[src/nonlinear_flux_observer_top_macros.svh]
// Assertion macros shared by the flux observer design.
`ifndef NONLINEAR_FLUX_OBSERVER_TOP_MACROS_SVH
`define NONLINEAR_FLUX_OBSERVER_TOP_MACROS_SVH

// Same-cycle implication, checked outside reset.
`define NFO_ASSERT_NOW(lbl, clk, rst_n, ante, cons) \
    lbl: assert property (@(posedge clk) disable iff (!rst_n) (ante) |-> (cons)) \
        else $error("nfo assertion failed");

// Next-cycle implication, checked outside reset.
`define NFO_ASSERT_NEXT(lbl, clk, rst_n, ante, cons) \
    lbl: assert property (@(posedge clk) disable iff (!rst_n) (ante) |=> (cons)) \
        else $error("nfo assertion failed");

`endif

[src/nfo_pkg.sv]
// Shared types, constants and tables of the flux observer.
package nfo_pkg;

    localparam int IN_W        = 24;
    localparam int OUT_W       = 16;
    localparam int FLUX_W      = 40;
    localparam int CFG_W       = 40;
    localparam int CFG_IDX_W   = 3;
    localparam int CORDIC_STEPS = 16;
    localparam int ATAN_LEN    = 24;
    localparam int CORDIC_ITERS = (CORDIC_STEPS < ATAN_LEN) ? CORDIC_STEPS : ATAN_LEN;
    localparam int DIVIDEND_W  = 55;
    localparam int DIVISOR_W   = 32;

    typedef logic [CFG_IDX_W-1:0] t_reg_idx;
    localparam t_reg_idx REG_INDUCTANCE = 3'd0;
    localparam t_reg_idx REG_RESISTANCE = 3'd1;
    localparam t_reg_idx REG_FLUX_LINK  = 3'd2;
    localparam t_reg_idx REG_GAIN       = 3'd3;
    localparam t_reg_idx REG_TIME_STEP  = 3'd4;

    typedef logic [3:0] t_op;
    localparam t_op OP_LIA    = 4'd0;
    localparam t_op OP_LIB    = 4'd1;
    localparam t_op OP_SQA    = 4'd2;
    localparam t_op OP_SQB    = 4'd3;
    localparam t_op OP_LAM2   = 4'd4;
    localparam t_op OP_TA     = 4'd5;
    localparam t_op OP_CA     = 4'd6;
    localparam t_op OP_RA     = 4'd7;
    localparam t_op OP_DXA    = 4'd8;
    localparam t_op OP_TB     = 4'd9;
    localparam t_op OP_CB     = 4'd10;
    localparam t_op OP_RB     = 4'd11;
    localparam t_op OP_DXB    = 4'd12;
    localparam t_op OP_DIVA   = 4'd13;
    localparam t_op OP_DIVB   = 4'd14;
    localparam t_op OP_CORDIC = 4'd15;

    typedef struct packed {
        logic load;
        logic start;
        t_op  op;
        logic emit;
    } t_cmd;

    typedef struct packed {
        logic done;
        logic out_busy;
    } t_stat;

    // Arctangent of 2^-k, with 2^31 equal to pi.
    function automatic logic [31:0] atan_unit(input logic [4:0] k);
        logic [31:0] v;
        case (k)
            5'd0:  v = 32'd536870912;
            5'd1:  v = 32'd316933406;
            5'd2:  v = 32'd167458907;
            5'd3:  v = 32'd85004756;
            5'd4:  v = 32'd42667331;
            5'd5:  v = 32'd21354465;
            5'd6:  v = 32'd10680862;
            5'd7:  v = 32'd5340245;
            5'd8:  v = 32'd2670163;
            5'd9:  v = 32'd1335087;
            5'd10: v = 32'd667544;
            5'd11: v = 32'd333772;
            5'd12: v = 32'd166886;
            5'd13: v = 32'd83443;
            5'd14: v = 32'd41722;
            5'd15: v = 32'd20861;
            5'd16: v = 32'd10430;
            5'd17: v = 32'd5215;
            5'd18: v = 32'd2608;
            5'd19: v = 32'd1304;
            5'd20: v = 32'd652;
            5'd21: v = 32'd326;
            5'd22: v = 32'd163;
            5'd23: v = 32'd81;
            default: v = 32'd0;
        endcase
        return v;
    endfunction

endpackage

[src/nfo_ctrl.sv]
// Sequencer that steps the datapath through the operations of one sample.
module nfo_ctrl import nfo_pkg::*; (
    input  logic  i_clk,
    input  logic  i_rst_n,
    input  logic  i_in_valid,
    output logic  o_in_ready,
    input  t_stat i_stat,
    output t_cmd  o_cmd
);
    localparam logic [1:0] S_IDLE  = 2'd0;
    localparam logic [1:0] S_ISSUE = 2'd1;
    localparam logic [1:0] S_WAIT  = 2'd2;
    localparam logic [1:0] S_EMIT  = 2'd3;

    logic [1:0] r_state, n_state;
    t_op        r_op, n_op;

    always_comb begin
        n_state = r_state;
        n_op    = r_op;
        unique case (r_state)
            S_IDLE: begin
                if (i_in_valid) begin
                    n_state = S_ISSUE;
                    n_op    = OP_LIA;
                end
            end
            S_ISSUE: n_state = S_WAIT;
            S_WAIT: begin
                if (i_stat.done) begin
                    if (r_op == OP_CORDIC) begin
                        n_state = S_EMIT;
                    end else begin
                        n_state = S_ISSUE;
                        n_op    = r_op + 4'd1;
                    end
                end
            end
            S_EMIT: begin
                if (!i_stat.out_busy) begin
                    n_state = S_IDLE;
                end
            end
        endcase
    end

    always_ff @(posedge i_clk) begin
        if (!i_rst_n) begin
            r_state <= S_IDLE;
            r_op    <= OP_LIA;
        end else begin
            r_state <= n_state;
            r_op    <= n_op;
        end
    end

    assign o_in_ready  = (r_state == S_IDLE);
    assign o_cmd.load  = (r_state == S_IDLE) && i_in_valid;
    assign o_cmd.start = (r_state == S_ISSUE);
    assign o_cmd.op    = r_op;
    assign o_cmd.emit  = (r_state == S_EMIT) && !i_stat.out_busy;
endmodule

[config.mk]
export PLATFORM = sky130hd
export DESIGN_NAME = nfo_ctrl
export DESIGN_NICKNAME = d
export VERILOG_FILES = /design/src/nonlinear_flux_observer_top_macros.svh /design/src/nfo_pkg.sv /design/src/nfo_ctrl.sv
export SDC_FILE = /design/constraint.sdc
export NUM_CORES = 1
export LEC_CHECK = 0
export BUFFER_PORTS_ARGS = -buffer_cell sky130_fd_sc_hd__buf_2
export CORE_AREA = 3 3 40 42
export DETAILED_ROUTE_END_ITERATION = 8
export DIE_AREA = 0 0 43 45
export SLEW_MARGIN = 30
export SYNTH_ARGS = -nofsm -noshare
export SYNTH_HDL_FRONTEND = slang
export SYNTH_SLANG_ARGS = --single-unit
export TNS_END_PERCENT = 1
[constraint.sdc]
create_clock -name i_clk -period 1.7 [get_ports i_clk]
set_input_delay 0 -clock i_clk [delete_from_list [all_inputs] [get_ports i_clk]]
set_output_delay 0 -clock i_clk [all_outputs]
set_load 0.005 [all_outputs]
**Word level (Yosys, flattened, before mapping)**

Index checks and enable logic that the tools add are counted.

- Add/subtract/negate cells: 1
- Equality and inequality tests: 8
- Multiplexer cells: 9
- Reduce and logical (&&, ||, !) cells: 7

Operators by type and width:

| operator | count |
|---|---|
| $mux W4 | 3 |
| $mux W2 | 4 |
| $ne A2 B2 Y1 const B | 4 |
| $pmux W2 S4 | 1 |
| $pmux W4 S2 | 1 |
| $add A4 B1 Y4 const B | 1 |
| $eq A2 B2 Y1 const B | 2 |
| $eq A4 B4 Y1 const B | 1 |
| $reduce_and A4 Y1 | 1 |
| $reduce_and A3 Y1 | 1 |
| $eq A2 B1 Y1 const B | 1 |
| $logic_and A1 B1 Y1 | 2 |
| $logic_not A2 Y1 | 1 |
| $reduce_bool A2 Y1 | 1 |
| $logic_not A1 Y1 | 1 |

- Flip-flop bits (word level): 6
- Input bits: 5
- Output and inout bits: 8
- Word-level logic and storage cells: 27

**Logic depth before layout (Yosys ltp)**

Gate-level depths: netlist (run 1).

- Depth in word-level cells: 4
- Mapped depth: 5
- Gate-level depth less buffers: 4

**Worst setup path after synthesis (run 1)**

No wires, ideal clock.

- Path type: reg-to-reg
- Start point: reg r_op[0]
- End point: reg r_op[1]
- Library setup time: 70 ps
- Arrival: 1317 ps
- Data required time: 1630 ps
- Setup slack: 314 ps
- Stages on the path, launching flop included: 6
- Buffers on the path: 1
- Clock period less this slack: 1386 ps
- Path through: dfxtp_1 > ha_1 > and3_1 > buf_6 > or3b_1 > a21boi_1

- Cells in the longest elaborated chain, start to end: 4
- Elaborated cells between the ends (all ways): 7
- Classes of those cells: 1 x add/sub; 2 x eq/ne; 3 x mux; 1 x reduce/logical

RTL lines:

| element | RTL line | RTL |
|---|---|---|
| from (decl) | nfo_ctrl.sv:16 | `t_op r_op, n_op;` |
| from (signal assigned) | nfo_ctrl.sv:53 | `r_op <= n_op;` |
| $add A4 B1 Y4 | nfo_ctrl.sv:35 | `n_op = r_op + 4'd1;` |
| $mux W4 | nfo_ctrl.sv:31 | `if (r_op == OP_CORDIC) begin` |
| $mux W4 | nfo_ctrl.sv:30 | `if (i_stat.done) begin` |
| $pmux W4 S2 | nfo_ctrl.sv:21 | `unique case (r_state)` |

Parallel ways exist; a longest one is shown, timed or not. The select of a mux whose other input is x is not followed.
A chain may end at the register's enable or synchronous reset.

**Worst setup path after layout (run 1)**

- Start point: reg r_op[0]
- End point: reg r_op[0]

Same word-level chain as after synthesis.

==> results.ini, run 1 <==
[outcome]
outcome = complete, no violations

[sta]
final.setup.tns_ns = 0
drv_slew = 0
setup_viol = 0
skew_ns = 0.00197
relSlewSlack_pct = 75.7
min_period_ns = 1.46
grt_setup_unrepaired = no
finalCritPeriodShare_pct = 85.6
max_freq_ghz = 0.687
hold_viol_final = 0
tightestPinTransition_ns = 0.365

[layout]
layout_commonest_cell = buf_2
drive_above_1_share_pct = 31.5
syn_to_final_growth_pct = 21.2
nNetsFinal = 62
final_area_um2 = 458
finalNonFillerCells = 69
fill_cells = 137
layout_common_cells = buf_2 (12), dfxtp_1 (6), o211ai_1 (3), clkbuf_4 (3)
antenna_cells = 0

[detailed_routing]
drc_errors = 0
ant_nets = 0
drt_wl_total_um = 844
drt_iter0_drc = 7
drt-pass1-iter-count = 4
via_count = 360
wl_per_cell_um = 12.2
routed_via_density = 5.22

[job]
max_cap_viol_count = 0

[worst_setup_path]
critical_path_class = reg -> reg
required_ns = 1.86
worst_r2r_path_depth = 4
rr_startpoint = r_op[0]
cp-end-kind = flop
r2r_end = r_op[0]
cp.arrival_ns = 1.62
r2r_slack_ns = 0.24
crit_path_start_kind = flop
path_max_fanout = 6

[clock_network]
root_buffer = clkbuf_4
cts.sinks = 6
clk_pin_slew_ns = 0.04
post-cts-setup-buffer-count = 0
ctsHoldBuffers = 0
cts_buffers = 3
cts_buffer_depth = 2
h-tree-depth = 1
cts.repair.resized = 0
insertion_delay_ns = 0.24
cts_tree = done

[logic_synthesis]
ys_ff_latch = 6
postSynthAreaPerCell_um2 = 9.00
syn_inst = 42
netlist_area_um2 = 378
syn_nets = 48
yosys-top-cells-area = dfxtp_1 (32%), o211ai_1 (6.0%), nand3b_4 (5.3%)
synth_cell_type_count = 27
synth-seq-area-share_pct = 31.8
yosys.area.top_type = dfxtp_1
ys.warnings.count = 0
synth.top_cell.area_share_pct = 31.8

[global_route]
grt_pass1_wl_mm = 1.24
overflow = 0
grt_pass1_vias = 274
antenna_found_initial = 0
grt_max_degree = 11
grtUsageTotal_pct = 9.34

[power_and_ir_drop]
power_density_mw_per_mm2 = 720
leakagePower_nw = 0.216
clockPowerShare_pct = 39.8
internal_power_mw = 0.249
comb_power_share_pct = 13.0
vdd_drop_max_v = 0.000407
switching_share_pct = 24.6
power_frac_seq_pct = 47.1
p_sw_mw = 0.0811

[min_path]
hp-start = i_stat[0]
hold_depth = 2
hold_class = in -> reg
min_to = r_state[1]

[placed_design]
place_area_um2 = 435
portBuffers = 12
post-place-cells = 66
gp_routability_congestion = 0.686
hpwl_um = 606

[floorplanning]
dieArea_mm2 = 0.00194
die_w_um = 43
io_pins = 13
die_h_um = 45
placement_rows = 13
core_mm2 = 0.00128
start_util_pct = 29.4

==> logic make-up after synthesis <==
kind of cell	count (synthesis)	share of synthesized area (%)
AO/OA/AOI/OAI	14	26.2
adder cells (fa/ha/maj)	1	3.31
buffers and inverters	5	7.62
flip-flops	6	31.8
multiplexers	1	2.65
AND/OR/NAND/NOR	15	28.5
==> worst max path at each step <==
stage,depth (start not counted),startpoint,end,slack (ns)
after detailed placement,4,r_op[0],r_op[0],0.26
after CTS,4,r_op[0],r_op[0],0.25
final,4,r_op[0],r_op[0],0.24
after global placement,4,r_op[0],r_op[1],0.35
after floorplan,5,r_op[0],r_op[1],0.31
after global routing,4,r_op[0],r_op[0],0.17
==> critical path: stages, from the launching register on <==
cell and delay [ns]:
dfxtp_1 0.36, ha_1 0.25, and3_1 0.25, or3_1 0.36, a21boi_1 0.17
==> stage by stage <==
| step | setup WS (ns) | hold WS [ns] | util [%] | power, mW |
|---|---|---|---|---|
| 3_3_place_gp | 0.354 | 0.252 | 33.9 | 0.201 |
| 5_1_grt | 0.170 | 0.0706 | 35.6 | 0.355 |
| 3_5_place_dp | 0.260 | 0.252 | 33.9 | 0.201 |
| 6_report | 0.244 | 0.0649 | 35.6 | 0.330 |
| 4_1_cts | 0.246 | 0.0553 | 35.6 | 0.337 |
| 2_1_floorplan | 0.314 | 0.0311 | - | 0.182 |
==> cells in the mapped netlist <==
cell type / n
nand3_1: 1
ha_1: 1
nand2_1: 2
a41oi_1: 1
o21a_1: 1
nor2b_1: 1
nor2_1: 2
o21ai_0: 2
o2111ai_1: 1
nand4b_1: 1
dfxtp_1: 6
a21boi_1: 2
and3_1: 1
nand3b_4: 1
o211ai_1: 3
inv_1: 2
buf_6: 1
nand2b_1: 1
a21oi_1: 2
and4b_1: 1
buf_2: 2
or3_1: 1
and2_1: 1
mux2i_1: 1
or3b_1: 2
o21ai_1: 1
o221a_2: 1
==> layer usage <==
layer  global-route usage (%)  wire [µm]
met5                        0          0
met4                     7.23         19
met3                     5.18         65
met1                     10.9        396
met2                     12.6        362
==> flip-flops by register name, indices dropped and copies added (netlist names) <==
register / flops
r_op: 4
r_state: 2
==> power by group through the flow <==
stage,sequential (mW),combinational (mW),clock (mW)
6_report,0.155,0.0430,0.131
5_1_grt,0.156,0.0480,0.150
4_1_cts,0.155,0.0436,0.138
3_5_place_dp,0.158,0.0435,0
3_3_place_gp,0.158,0.0433,0
2_1_floorplan,0.150,0.0325,0
==> final cells by class <==
type / instances / area, µm² / share of cell area [%]
Multi-Input combinational cell: 31 / 229 / 50.0
Clock buffer: 3 / 22.5 / 4.92
Inverter: 2 / 7.51 / 1.64
Tap cell: 15 / 18.8 / 4.10
Sequential cell: 6 / 120 / 26.2
Timing Repair Buffer: 12 / 60.1 / 13.1
No activity file was read; power rests on OpenSTA's default activity.
==> inputs of run 2 (changes only) <==
PLACE_DENSITY = 0.46   (was unset)
RECOVER_POWER = 100   (was unset)
==> results.ini, run 2 (synthesis results as in run 1) <==
[clock_network]
insertion_delay_ns = 0.25
clk_pin_slew_ns = 0.05
root_buffer = clkbuf_4
cts_buffer_depth = 2
post-cts-setup-buffer-count = 0
cts.sinks = 6
cts_buffers = 3
h-tree-depth = 1
ctsHoldBuffers = 0
cts.repair.resized = 0
cts_tree = done

[layout]
finalNonFillerCells = 69
syn_to_final_growth_pct = 20.2
final_util_pct = 35.3
regMostFlops = r_op
antenna_cells = 0
final_area_um2 = 454
largestRegisters = r_op: 4 flops, r_state: 2 flops
largest_reg_flops = 4
layout_commonest_cell = buf_2
layout_common_cells = buf_2 (7), dfxtp_1 (6)
nNetsFinal = 62
drive_above_1_share_pct = 25.9

[placed_design]
portBuffers = 12
post-place-cells = 66
gp_routability_congestion = 0.647
place_area_um2 = 435
dpl_worst_slack_ns = 0.300
hpwl_um = 590

[detailed_routing]
wl_per_cell_um = 11.9
via_count = 364
drt-pass1-iter-count = 3
routed_via_density = 5.28
drt_wl_total_um = 819
ant_nets = 0
drc_errors = 0
drt_iter0_drc = 7

[sta]
holdWs_ns = 0.0648
hold_viol_final = 0
grt_setup_unrepaired = no
skew_ns = 0.00129
max_freq_ghz = 0.693
drv_slew = 0
fin_ws_ns = 0.257
tightestPinTransition_ns = 0.384
relSlewSlack_pct = 74.4
setup_viol = 0
min_period_ns = 1.44
finalCritPeriodShare_pct = 84.9
final.setup.tns_ns = 0

[global_route]
antenna_found_initial = 0
grtUsageTotal_pct = 10.2
overflow = 0
grt_pass1_wl_mm = 1.35
grt_pass1_vias = 304
grt_max_degree = 11

[floorplanning]
start_util_pct = 29.4
die_h_um = 45
die_w_um = 43
io_pins = 13
core_mm2 = 0.00128
placement_rows = 13
dieArea_mm2 = 0.00194

[power_and_ir_drop]
clockPowerShare_pct = 40.7
internal_power_mw = 0.247
p_sw_mw = 0.0849
vdd_drop_max_v = 0.000247
power_density_mw_per_mm2 = 731
leakagePower_nw = 0.203
comb_power_share_pct = 12.4
power_frac_seq_pct = 46.9
finalPower_mw = 0.332
switching_share_pct = 25.6

[worst_setup_path]
cp-end-kind = flop
path_max_fanout = 6
crit_path_start_kind = flop
required_ns = 1.87
critical_path_class = reg -> reg
cp.arrival_ns = 1.62

[outcome]
outcome = complete, no violations

[job]
max_cap_viol_count = 0

[min_path]
hold_class = in -> reg

-- run 2: cell count changes in the layout (fill, tap and decap cells not counted), sizes merged --
cell	previous run	this run
clkbuf	3	8
buf	12	7
-- run 2: layout make-up --
cell class	instances	area [µm²]
clock buffers	3	22.5
repair buffers	12	56.3
well taps	15	18.8
flip-flops and latches	6	120
inverters	2	7.51
fillers	151	831
multi-input cells	31	229
-- run 2: worst paths after layout --
path	depth (start not counted)	endpoint	from	slack [ns]
min reg2reg	2	r_op[2]	r_op[2]	0.54
max	4	r_op[1]	r_op[0]	0.26
max reg2reg	4	r_op[1]	r_op[0]	0.26
min	2	r_state[1]	i_stat[0]	0.06
-- run 2: critical path, stage by stage, from the launching register on --
cell,delay (ns)
dfxtp_1,0.36
ha_1,0.25
and3_1,0.25
or3b_1,0.38
a21boi_0,0.14
-- run 2: metal layers --
layer	global-route usage [%]	part of all wire [%]	vias to the layer above	routed length, µm
met5	0	0	-	0
met4	7.23	2.2	0	18
met3	5.98	7.9	4	65
met2	13.2	42	13	341
met1	12.4	48	164	394
li1	-	-	183	-
-- run 2: power by group through the flow --
stage | sequential, mW | clock (mW) | combinational [mW]
after floorplan | 0.150 | 0 | 0.0325
after global placement | 0.158 | 0 | 0.0439
after detailed placement | 0.158 | 0 | 0.0435
after CTS | 0.155 | 0.145 | 0.0436
after global routing | 0.157 | 0.156 | 0.0480
final | 0.156 | 0.135 | 0.0413
